**src/sv/rcd_pkg.sv**
```systemverilog
`default_nettype none

package rcd_pkg;

    localparam int WINDOW_LENGTH_DEF = 20;
    localparam int SAMPLE_BITS_DEF   = 16;

    localparam int DISTANCE_BITS = 16;
    localparam int CFG_DATA_BITS = 8;
    localparam int CFG_INDEX_BITS = 2;
    localparam int HOLDOFF_BITS  = 9;

    localparam logic [CFG_INDEX_BITS-1:0] REG_TOLERANCE = 2'd0;
    localparam logic [CFG_INDEX_BITS-1:0] REG_HOLDOFF   = 2'd1;

    localparam logic [CFG_DATA_BITS-1:0] TOLERANCE_RESET = 8'd2;
    localparam logic [CFG_DATA_BITS-1:0] HOLDOFF_RESET   = 8'd40;

    // Control flags of the window stage, handed to the evaluation stage.
    typedef struct packed {
        logic valid;
        logic full;
    } stage_t;

    typedef struct packed {
        logic                      write_en;
        logic [CFG_INDEX_BITS-1:0] index;
        logic [CFG_DATA_BITS-1:0]  data;
    } cfg_write_t;

endpackage

`default_nettype wire

```
**src/sv/rcd_window.sv**
```systemverilog
`default_nettype none

module rcd_window #(
    parameter int WINDOW_LENGTH = rcd_pkg::WINDOW_LENGTH_DEF,
    parameter int SAMPLE_BITS   = rcd_pkg::SAMPLE_BITS_DEF,
    localparam int HALF_LEN  = WINDOW_LENGTH / 2,
    localparam int SUM_BITS  = SAMPLE_BITS + $clog2(HALF_LEN + 1),
    localparam int FILL_BITS = $clog2(WINDOW_LENGTH + 1)
) (
    input  wire                          clk,
    input  wire                          rst_n,
    input  wire                          sample_valid,
    output logic                         sample_ready,
    input  wire  [SAMPLE_BITS-1:0]       sample,
    input  wire                          stage_take,
    output rcd_pkg::stage_t              stage,
    output logic [SUM_BITS-1:0]          older_sum,
    output logic [SUM_BITS-1:0]          newer_sum
);

    logic [SAMPLE_BITS-1:0] window_reg  [WINDOW_LENGTH];
    logic [SAMPLE_BITS-1:0] window_next [WINDOW_LENGTH];
    logic [FILL_BITS-1:0]   fill_cnt_reg;
    logic [FILL_BITS-1:0]   fill_cnt_next;
    logic [SUM_BITS-1:0]    older_reg;
    logic [SUM_BITS-1:0]    older_next;
    logic [SUM_BITS-1:0]    newer_reg;
    logic [SUM_BITS-1:0]    newer_next;
    logic [SAMPLE_BITS-1:0] newer_in;
    rcd_pkg::stage_t        stage_reg;
    rcd_pkg::stage_t        stage_next;
    logic                   accept;
    logic                   filling;

    assign sample_ready = !stage_reg.valid || stage_take;
    assign accept       = sample_valid && sample_ready;
    assign filling      = fill_cnt_reg < FILL_BITS'(WINDOW_LENGTH);

    // Sample that enters the newer half on a shift.
    generate
        if (WINDOW_LENGTH % 2 == 1) begin : g_odd
            assign newer_in = window_reg[2 * HALF_LEN];
        end else begin : g_even
            assign newer_in = sample;
        end
    endgenerate

    always_comb
    begin
        for (int k = 0; k < WINDOW_LENGTH; k++)
        begin
            if (filling)
            begin
                window_next[k] = (fill_cnt_reg == FILL_BITS'(k)) ? sample : window_reg[k];
            end
            else if (k == WINDOW_LENGTH - 1)
            begin
                window_next[k] = sample;
            end
            else
            begin
                window_next[k] = window_reg[(k + 1) % WINDOW_LENGTH];
            end
        end
    end

    always_comb
    begin
        older_next    = older_reg;
        newer_next    = newer_reg;
        fill_cnt_next = fill_cnt_reg;
        if (filling)
        begin
            fill_cnt_next = fill_cnt_reg + FILL_BITS'(1);
            if (fill_cnt_reg < FILL_BITS'(HALF_LEN))
            begin
                older_next = older_reg + SUM_BITS'(sample);
            end
            else if (fill_cnt_reg < FILL_BITS'(2 * HALF_LEN))
            begin
                newer_next = newer_reg + SUM_BITS'(sample);
            end
        end
        else
        begin
            // running sums follow the shift
            older_next = older_reg - SUM_BITS'(window_reg[0]) + SUM_BITS'(window_reg[HALF_LEN]);
            newer_next = newer_reg - SUM_BITS'(window_reg[HALF_LEN]) + SUM_BITS'(newer_in);
        end
    end

    always_comb
    begin
        stage_next = stage_reg;
        if (accept)
        begin
            stage_next.valid = 1'b1;
            stage_next.full  = (fill_cnt_next == FILL_BITS'(WINDOW_LENGTH));
        end
        else if (stage_take)
        begin
            stage_next.valid = 1'b0;
        end
    end

    always_ff @(posedge clk)
    begin
        if (accept)
        begin
            for (int k = 0; k < WINDOW_LENGTH; k++)
            begin
                window_reg[k] <= window_next[k];
            end
        end
    end

    always_ff @(posedge clk or negedge rst_n)
    begin
        if (!rst_n)
        begin
            fill_cnt_reg <= '0;
            older_reg    <= '0;
            newer_reg    <= '0;
            stage_reg    <= '0;
        end
        else
        begin
            stage_reg <= stage_next;
            if (accept)
            begin
                fill_cnt_reg <= fill_cnt_next;
                older_reg    <= older_next;
                newer_reg    <= newer_next;
            end
        end
    end

    assign stage     = stage_reg;
    assign older_sum = older_reg;
    assign newer_sum = newer_reg;

    a_fill_bound: assert property (@(posedge clk) disable iff (!rst_n)
        fill_cnt_reg <= FILL_BITS'(WINDOW_LENGTH))
        else $error("fill count past window length");

    a_full_matches_fill: assert property (@(posedge clk) disable iff (!rst_n)
        stage_reg.valid && stage_reg.full |-> fill_cnt_reg == FILL_BITS'(WINDOW_LENGTH))
        else $error("full flag without a full window");

    a_no_accept_when_held: assert property (@(posedge clk) disable iff (!rst_n)
        stage_reg.valid && !stage_take |-> !accept)
        else $error("item accepted over a held stage");

endmodule

`default_nettype wire

```
**src/sv/rcd_eval.sv**
```systemverilog
`default_nettype none

module rcd_eval #(
    parameter int SUM_BITS = 20,
    localparam int PROD_BITS = SUM_BITS + rcd_pkg::CFG_DATA_BITS
) (
    input  wire                  clk,
    input  wire                  rst_n,
    input  rcd_pkg::cfg_write_t  cfg,
    input  rcd_pkg::stage_t      stage,
    input  wire  [SUM_BITS-1:0]  older_sum,
    input  wire  [SUM_BITS-1:0]  newer_sum,
    output logic                 stage_take,
    output logic                 result_valid,
    input  wire                  result_ready,
    output logic                 toggle_direction,
    output logic                 evaluated,
    output logic                 window_full
);

    localparam int HB = rcd_pkg::HOLDOFF_BITS;

    logic [rcd_pkg::CFG_DATA_BITS-1:0] tolerance_reg;
    logic [rcd_pkg::CFG_DATA_BITS-1:0] holdoff_period_reg;
    logic [HB-1:0]        holdoff_count_reg;
    logic [HB-1:0]        holdoff_count_next;
    logic                 result_valid_reg;
    logic                 toggle_reg;
    logic                 toggle_next;
    logic                 evaluated_reg;
    logic                 evaluated_next;
    logic                 full_reg;
    logic [PROD_BITS-1:0] tol_older;
    logic [PROD_BITS-1:0] tol_newer;
    logic                 ratio_hit;
    logic                 held;

    assign stage_take = stage.valid && (!result_valid_reg || result_ready);

    assign tol_older = PROD_BITS'(tolerance_reg) * PROD_BITS'(older_sum);
    assign tol_newer = PROD_BITS'(tolerance_reg) * PROD_BITS'(newer_sum);
    assign ratio_hit = (PROD_BITS'(newer_sum) >= tol_older) ||
                       (tol_newer <= PROD_BITS'(older_sum));

    assign held = (holdoff_count_reg != '0) &&
                  (holdoff_count_reg <= HB'(holdoff_period_reg));

    always_comb
    begin
        holdoff_count_next = holdoff_count_reg;
        toggle_next        = 1'b0;
        evaluated_next     = 1'b0;
        if (stage.full)
        begin
            if (held)
            begin
                holdoff_count_next = holdoff_count_reg + HB'(1);
            end
            else
            begin
                evaluated_next     = 1'b1;
                toggle_next        = ratio_hit;
                holdoff_count_next = ratio_hit ? HB'(1) : '0;
            end
        end
    end

    always_ff @(posedge clk or negedge rst_n)
    begin
        if (!rst_n)
        begin
            tolerance_reg      <= rcd_pkg::TOLERANCE_RESET;
            holdoff_period_reg <= rcd_pkg::HOLDOFF_RESET;
        end
        else if (cfg.write_en)
        begin
            unique case (cfg.index)
                rcd_pkg::REG_TOLERANCE: tolerance_reg      <= cfg.data;
                rcd_pkg::REG_HOLDOFF:   holdoff_period_reg <= cfg.data;
                default: ;
            endcase
        end
    end

    always_ff @(posedge clk or negedge rst_n)
    begin
        if (!rst_n)
        begin
            holdoff_count_reg <= '0;
            result_valid_reg  <= 1'b0;
        end
        else
        begin
            if (stage_take)
            begin
                holdoff_count_reg <= holdoff_count_next;
                result_valid_reg  <= 1'b1;
            end
            else if (result_ready)
            begin
                result_valid_reg <= 1'b0;
            end
        end
    end

    always_ff @(posedge clk)
    begin
        if (stage_take)
        begin
            toggle_reg    <= toggle_next;
            evaluated_reg <= evaluated_next;
            full_reg      <= stage.full;
        end
    end

    assign result_valid     = result_valid_reg;
    assign toggle_direction = toggle_reg;
    assign evaluated        = evaluated_reg;
    assign window_full      = full_reg;

    a_toggle_needs_eval: assert property (@(posedge clk) disable iff (!rst_n)
        result_valid_reg && toggle_reg |-> evaluated_reg)
        else $error("toggle without evaluation");

    a_eval_needs_full: assert property (@(posedge clk) disable iff (!rst_n)
        result_valid_reg && evaluated_reg |-> full_reg)
        else $error("evaluation before window full");

    a_holdoff_starts: assert property (@(posedge clk) disable iff (!rst_n)
        stage_take && toggle_next |=> holdoff_count_reg == HB'(1))
        else $error("holdoff not started after toggle");

endmodule

`default_nettype wire

```
**src/sv/range_change_direction_detector.sv**
```systemverilog
`default_nettype none

// Range change direction detector. Each distance sample item enters a window of
// WINDOW_LENGTH samples (fill first, then shift); once the window is full the sum
// of the older half is compared with the sum of the newer half, and a toggle is
// raised when newer >= tolerance*older or tolerance*newer <= older, after which
// holdoff_period items skip the compare. Registers: index 0 tolerance (reset 2),
// index 1 holdoff_period (reset 40); other indexes are ignored. Write them only
// while no item is in flight. One item can be taken every cycle while the result
// side keeps up. An accepted item is registered in the window stage, which keeps
// running half sums; the evaluation stage (tolerance multipliers and holdoff
// counter) then takes it, stalled while an untaken result is held, and loads the
// result register, from which the result is taken on result_ready.

module range_change_direction_detector #(
    parameter int WINDOW_LENGTH = rcd_pkg::WINDOW_LENGTH_DEF,
    parameter int SAMPLE_BITS   = rcd_pkg::SAMPLE_BITS_DEF
) (
    input  wire                                 clk,
    input  wire                                 rst_n,
    input  wire                                 cfg_write_en,
    input  wire  [rcd_pkg::CFG_INDEX_BITS-1:0]  cfg_index,
    input  wire  [rcd_pkg::CFG_DATA_BITS-1:0]   cfg_data,
    input  wire                                 sample_valid,
    output logic                                sample_ready,
    input  wire  [rcd_pkg::DISTANCE_BITS-1:0]   distance_sample,
    output logic                                result_valid,
    input  wire                                 result_ready,
    output logic                                toggle_direction,
    output logic                                evaluated,
    output logic                                window_full
);

    localparam int HALF_LEN = WINDOW_LENGTH / 2;
    localparam int SUM_BITS = SAMPLE_BITS + $clog2(HALF_LEN + 1);

    logic [SAMPLE_BITS-1:0] sample;
    logic [SUM_BITS-1:0]    older_sum;
    logic [SUM_BITS-1:0]    newer_sum;
    logic                   stage_take;
    rcd_pkg::stage_t        stage;
    rcd_pkg::cfg_write_t    cfg;

    generate
        if (SAMPLE_BITS <= rcd_pkg::DISTANCE_BITS) begin : g_trunc
            assign sample = distance_sample[SAMPLE_BITS-1:0];
        end else begin : g_ext
            assign sample = {{(SAMPLE_BITS - rcd_pkg::DISTANCE_BITS){1'b0}}, distance_sample};
        end
    endgenerate

    assign cfg.write_en = cfg_write_en;
    assign cfg.index    = cfg_index;
    assign cfg.data     = cfg_data;

    rcd_window #(
        .WINDOW_LENGTH (WINDOW_LENGTH),
        .SAMPLE_BITS   (SAMPLE_BITS)
    ) u_window (
        .clk          (clk),
        .rst_n        (rst_n),
        .sample_valid (sample_valid),
        .sample_ready (sample_ready),
        .sample       (sample),
        .stage_take   (stage_take),
        .stage        (stage),
        .older_sum    (older_sum),
        .newer_sum    (newer_sum)
    );

    rcd_eval #(
        .SUM_BITS (SUM_BITS)
    ) u_eval (
        .clk              (clk),
        .rst_n            (rst_n),
        .cfg              (cfg),
        .stage            (stage),
        .older_sum        (older_sum),
        .newer_sum        (newer_sum),
        .stage_take       (stage_take),
        .result_valid     (result_valid),
        .result_ready     (result_ready),
        .toggle_direction (toggle_direction),
        .evaluated        (evaluated),
        .window_full      (window_full)
    );

endmodule

`default_nettype wire
```
**config.mk**
```make
export PLATFORM = sky130hd
export DESIGN_NAME = range_change_direction_detector
export DESIGN_NICKNAME = d
export VERILOG_FILES = /design/src/sv/rcd_pkg.sv /design/src/sv/rcd_window.sv /design/src/sv/rcd_eval.sv /design/src/sv/range_change_direction_detector.sv
export SDC_FILE = /design/constraint.sdc
export NUM_CORES = 1
export LEC_CHECK = 0
export BUFFER_PORTS_ARGS = -buffer_cell sky130_fd_sc_hd__buf_4
export CAP_MARGIN = 20
export CORE_MARGIN = 8
export CORE_UTILIZATION = 60
export CTS_CLUSTER_DIAMETER = 100
export DETAILED_ROUTE_END_ITERATION = 10
export MAX_ROUTING_LAYER = met4
export PLACE_DENSITY = 0.83
export SLEW_MARGIN = 20
export SYNTH_ARGS = -nofsm -noshare
export SYNTH_HDL_FRONTEND = slang
export SYNTH_SLANG_ARGS = --single-unit
export TNS_END_PERCENT = 1
```
**constraint.sdc**
```tcl
create_clock -name clk -period 12.87 [get_ports clk]
set_input_delay 2.574 -clock clk [delete_from_list [all_inputs] [get_ports clk]]
set_output_delay 2.574 -clock clk [all_outputs]
set_load 0.01 [all_outputs]
```
==> impl_metrics.tcl, run 1 <==
set metrics [dict create \
    synth_area_leader_cell "edfxtp_1" \
    setup_viol_count_final 0 \
    crit_path_start_kind "flip-flop" \
    async_flop_share_pct 18.4 \
    slew_headroom_pct 24.7 \
    cts_max_level 2 \
    synth_edf_count 323 \
    clock_skew_ns 0.0189 \
    drt-initial-drc-count 1974 \
    syn_area_um2 31100 \
    synthTopCellsByArea "edfxtp_1 (31%), fa_1 (16%), ha_1 (9.1%)" \
    cts_setup_buffers 0 \
    gr-total-overflow 0 \
    path_clk_slew_ns 0.06 \
    synthMostInstantiatedCell "inv_1" \
    tns_ns 0 \
    grt_pass1_wl_mm 121 \
    cp_common_cell "fa_1" \
    post-dp-hpwl_mm 53.7 \
    vias 22200 \
    worstReg2RegStart "u_eval.tolerance_reg[3]$_DFFE_PN0P_" \
    cts_tree "built" \
    finalInstanceArea_um2 33400 \
    grt_max_degree 129 \
    antenna_cells 0 \
    worstSetupPathType "reg2reg" \
    core_region_area_um2 51300 \
    drt_first_pass_iters 6 \
    worst_setup_path_end_kind "flip-flop" \
    num-nets-final 3453 \
    drive_gt1_share_pct 6.62 \
    synth_ff_type "edfxtp_1" \
    rsz0062_at_grt "false" \
    largest_reg_flops 320 \
    cts_sinks 396 \
    fin_crit_ns 6.88 \
    place_area_um2 32000 \
    slew_violations 0 \
    cts_resized 0 \
    ant_nets 0 \
    worst_slew_pin_slew_ns 1.13 \
    ctsHoldBuffers 0 \
    synth_top_area_share_pct 31.1 \
    ys_warn_count 0 \
    ys_seq_area_share_pct 37.0 \
    slowest_delay_ns 0.52 \
    grt_pass1_vias 23100 \
    clk_latency_ns 0.57 \
    synth-seq-cells 396 \
    start_util_pct 60.7 \
    fp-row-count 83 \
    globalRouteTotalUtil_pct 25.8 \
    die_area_um2 59400 \
    finalHoldViolCount 0 \
    crit_path_start "u_eval.tolerance_reg[3]$_DFFE_PN0P_" \
    cts-root-buf "clkbuf_16" \
    syn_inst 2969 \
    syn_area_per_cell_um2 10.5 \
    ios 36 \
    crit_required_ns 13.30 \
    max_cap_violations 0 \
    die_w_um 244 \
    cts_buffers 42 \
    hp-start "u_window.stage[1]$_DFFE_PN0P_" \
    totalWireLength_mm 75.5 \
    fmax_mhz 145 \
    routabilityCongestion 0.954 \
    hold_class "reg2reg" \
    cp_max_fo 41 \
    antenna_found_initial 0 \
    synth_common_cells "inv_1 (391), a21o_1 (350), edfxtp_1 (323)" \
    yosysUniqueCellTypes 78 \
    viasPerCell 6.06 \
    syn_to_final_growth_pct 7.23 \
    clock_tree.buffer_depth 3 \
    fin_crit_sh_pct 53.5 \
    crit_arrival_ns 7.31 \
    numPortBuffers 35 \
    drc_errors 0 \
    die_h_um 244 \
    path_buf_inv 3 \
    cp_slowest_cell "fa_1" \
    synth_fp_nets 3477 \
    wire_per_inst_um 20.6 \
    cpLargestDelayFamily "adder cells" \
    status "complete, no violations" \
]
layout by cell type (no fill, tap or decap), drive strengths merged, types with 67 or more instances in the layout:
cell type	n
xnor2	67
nand2	199
fa	250
a21o	350
edfxtp	323
a21oi	138
nor2	119
ha	227
o21ai	92
inv	394
and2	230
buf	69
dfrtp	70
worst register-to-register path: cells and delay by family, from the launching register on:
family / cells / cell delay (ns)
fa+ha+maj: 6 / 2.42
compound gates: 10 / 2.06
simple gates: 8 / 1.41
buf+inv: 3 / 0.47
flops: 1 / 0.32
xor+xnor: 1 / 0.09
final timing paths:
check                                                         to  slack [ns]  cells after the start
max reg2reg                u_eval.toggle_direction$_SDFFCE_PP0P_        5.99                     28
max in group asynchronous      u_window.newer_sum[1]$_DFFE_PN0P_       10.25                      1
min                              u_eval.result_valid$_DFFE_PN0P_        0.51                      1
min in group asynchronous     u_window.newer_sum[19]$_DFFE_PN0P_        2.08                      1
min reg2reg                      u_eval.result_valid$_DFFE_PN0P_        0.51                      1
max                        u_eval.toggle_direction$_SDFFCE_PP0P_        5.99                     28
final cells by class:
class | instances | area [µm²]
clock buffers | 52 | 1110
clock inverters | 24 | 204
fillers | 3852 | 17900
inverters | 393 | 1480
multi-input cells | 2043 | 17700
flip-flops and latches | 396 | 11500
well taps | 680 | 851
repair buffers | 69 | 533
metrics by stage:
stage / util (%) / hold WS, ns / setup slack (ns) / cells
final: 65.1 / 0.506 / 5.99 / 3657
after global routing: 65.1 / 0.509 / 5.57 / 3657
after CTS: 65.0 / 0.512 / 6.04 / 3656
after detailed placement: 62.4 / 0.496 / 6.06 / 3580
after global placement: 62.4 / 0.481 / 6.15 / 3580
after floorplan: - / 0.463 / 6.68 / 2969
kinds of logic (layout without fill, tap and decap cells):
kind of cell    after synthesis  after routing  synth area share (%)
simple gates                726            726                  11.9
xor+xnor                     97             97                  2.73
fa+ha+maj                   477            477                  25.2
buf+inv                     530            538                  6.42
flops                       396            396                  37.0
compound gates              716            716                  15.8
mux                          27             27                 0.936
layer usage:
| metal | up-vias | share of wire, % | global-route usage, % | wire [µm] |
|---|---|---|---|---|
| met5 | - | 0 | - | 0 |
| met4 | 0 | 4.6 | 11.7 | 3510 |
| met3 | 206 | 6.8 | 3.69 | 5160 |
| met2 | 902 | 49 | 42.2 | 36600 |
| met1 | 11100 | 40 | 31.8 | 30200 |
| li1 | 10000 | - | - | - |
Power of run 1 is left out: the tool's default activity adds up to more than one toggle a clock period on the data nets, which glitch-free logic cannot reach.
==> inputs of run 2 (changes only) <==
- clock period: 12.87 -> 6.9 ns (I/O delays scaled with it)
==> run 2 against run 1 <==
Effect of this change: hold slack improved by 0.0067 ns; maximum frequency is 4.3% higher; final cell count increased by 1.1%; non-clock buffer count rose by 36; critical path depth stayed put; via count is 1.1% higher; clock-buffer cell count fell by 1.
==> impl_metrics.tcl, run 2 (same netlist as run 1, synthesis figures left out) <==
set metrics [dict create \
    gr-total-overflow 0 \
    fin_crit_ns 6.60 \
    largest_reg_flops 320 \
    hold_class "reg2reg" \
    syn_to_final_growth_pct 8.91 \
    hp-start "u_window.window_reg[7][3]$_DFFE_PP_" \
    final_cell_mix "inv_1 (391), a21o_1 (350), edfxtp_1 (323)" \
    r2r_slack_ns 0.30 \
    die_area_um2 59400 \
    cp_slowest_cell "fa_1" \
    fill_cells 3782 \
    worstSetupPathType "reg2reg" \
    crit_required_ns 7.34 \
    status "complete, no violations" \
    clock_skew_ns 0.0216 \
    worst_slew_pin_slew_ns 1.14 \
    viasPerCell 6.07 \
    cp_max_fo 9 \
    slowest_delay_ns 0.50 \
    grt_max_degree 203 \
    vias 22400 \
    max_cap_violations 0 \
    final_common_cell "inv_1" \
    antenna_found_initial 1 \
    worstReg2RegStart "u_eval.tolerance_reg[2]$_DFFE_PN0P_" \
    drive_gt1_share_pct 8.49 \
    globalRouteTotalUtil_pct 27.2 \
    drt-initial-drc-count 1939 \
    cts_tree "built" \
    slew_headroom_pct 23.8 \
    cts_sinks 396 \
    cpLargestDelayFamily "adder cells" \
    num-nets-final 3491 \
    totalWireLength_mm 79.0 \
    start_util_pct 60.7 \
    ios 36 \
    cts_max_level 2 \
    fin_crit_sh_pct 95.6 \
    cts_buffers 44 \
    wire_per_inst_um 21.4 \
    holdPathEnd "u_window.window_reg[6][19]$_DFFE_PP_" \
    crit_path_start_kind "flip-flop" \
    crit_arrival_ns 7.04 \
    cts-root-buf "clkbuf_16" \
    whs_path_depth 1 \
    clock_tree.buffer_depth 3 \
    grt_pass1_wl_mm 125 \
    clk_latency_ns 0.59 \
    reg2regPathDepth 28 \
    path_buf_inv 2 \
    die_w_um 244 \
    finalHoldViolCount 0 \
    numPortBuffers 35 \
    setup_viol_count_final 0 \
    post-dp-hpwl_mm 57.4 \
    fin_ws_ns 0.304 \
    dp_slack_ns 0.152 \
    cp_common_cell "fa_1" \
    drc_errors 0 \
    fp-row-count 83 \
    fmax_mhz 152 \
    core_region_area_um2 51300 \
    path_clk_slew_ns 0.06 \
    worst_setup_path_end_kind "flip-flop" \
    drt_first_pass_iters 6 \
    ant_nets 0 \
    grt_pass1_vias 23300 \
    slew_violations 0 \
    timing.rr.end "u_eval.toggle_direction$_SDFFCE_PP0P_" \
    routabilityCongestion 0.936 \
    die_h_um 244 \
]
[run 2: layout make-up]
type | instances | area, µm² | area share [%]
repair buffers | 105 | 855 | 2.52
well taps | 680 | 851 | 2.51
multi-input cells | 2043 | 17800 | 52.4
diodes | 1 | 2.50 | 0.00738
flip-flops and latches | 396 | 11500 | 34.0
inverters | 393 | 1480 | 4.35
clock buffers | 51 | 1160 | 3.42
clock inverters | 28 | 280 | 0.826
[run 2: layer usage]
metal	global-route usage, %	share of wire [%]
met1	33.7	40
met2	44.1	48
met3	4.58	7.3
met4	11.3	4.4
met5	-	0
[run 2: worst register-to-register path: cells and delay by family (launching register included)]
kind / cells / cell delay, ns
buf+inv: 2 / 0.10
simple gates: 7 / 1.06
fa+ha+maj: 6 / 2.53
compound gates: 12 / 2.19
flops: 1 / 0.47
xor+xnor: 1 / 0.09
[run 2: stage by stage]
| stage | cells | hold slack, ns | setup TNS (ns) | area [µm²] | util, % |
|---|---|---|---|---|---|
| 2_1_floorplan | 2969 | 0.463 | 0 | 31100 | - |
| 3_3_place_gp | 3613 | 0.493 | 0 | 32300 | 63.0 |
| 3_5_place_dp | 3614 | 0.502 | 0 | 32300 | 63.0 |
| 4_1_cts | 3693 | 0.498 | 0 | 33800 | 65.8 |
| 5_1_grt | 3697 | 0.528 | -0.000553 | 33900 | 66.1 |
| 6_report | 3697 | 0.513 | 0 | 33900 | 66.1 |
[run 2: how the worst max path moves through the flow]
stage                                               to  cells after the start                           startpoint  slack (ns)
3_5_place_dp   u_eval.holdoff_count_reg[0]$_DFFE_PN0P_                     26  u_eval.tolerance_reg[2]$_DFFE_PN0P_        0.15
5_1_grt          u_eval.toggle_direction$_SDFFCE_PP0P_                     28  u_eval.tolerance_reg[2]$_DFFE_PN0P_     -0.0006
6_report         u_eval.toggle_direction$_SDFFCE_PP0P_                     28  u_eval.tolerance_reg[2]$_DFFE_PN0P_        0.30
3_3_place_gp   u_eval.holdoff_count_reg[0]$_DFFE_PN0P_                     26  u_eval.tolerance_reg[2]$_DFFE_PN0P_        0.29
4_1_cts        u_eval.holdoff_count_reg[0]$_DFFE_PN0P_                     26  u_eval.tolerance_reg[2]$_DFFE_PN0P_        0.11
2_1_floorplan    u_eval.toggle_direction$_SDFFCE_PP0P_                     28  u_eval.tolerance_reg[2]$_DFFE_PN0P_        0.71
[run 2: timing repair]
item                                    in CTS  in global routing
endpoints found under the setup margin       0                  2
resized for setup                            0                 29
buffers inserted                             0                  3
hold buffers                                 0                  0
Power of run 2 is left out for the same reason.
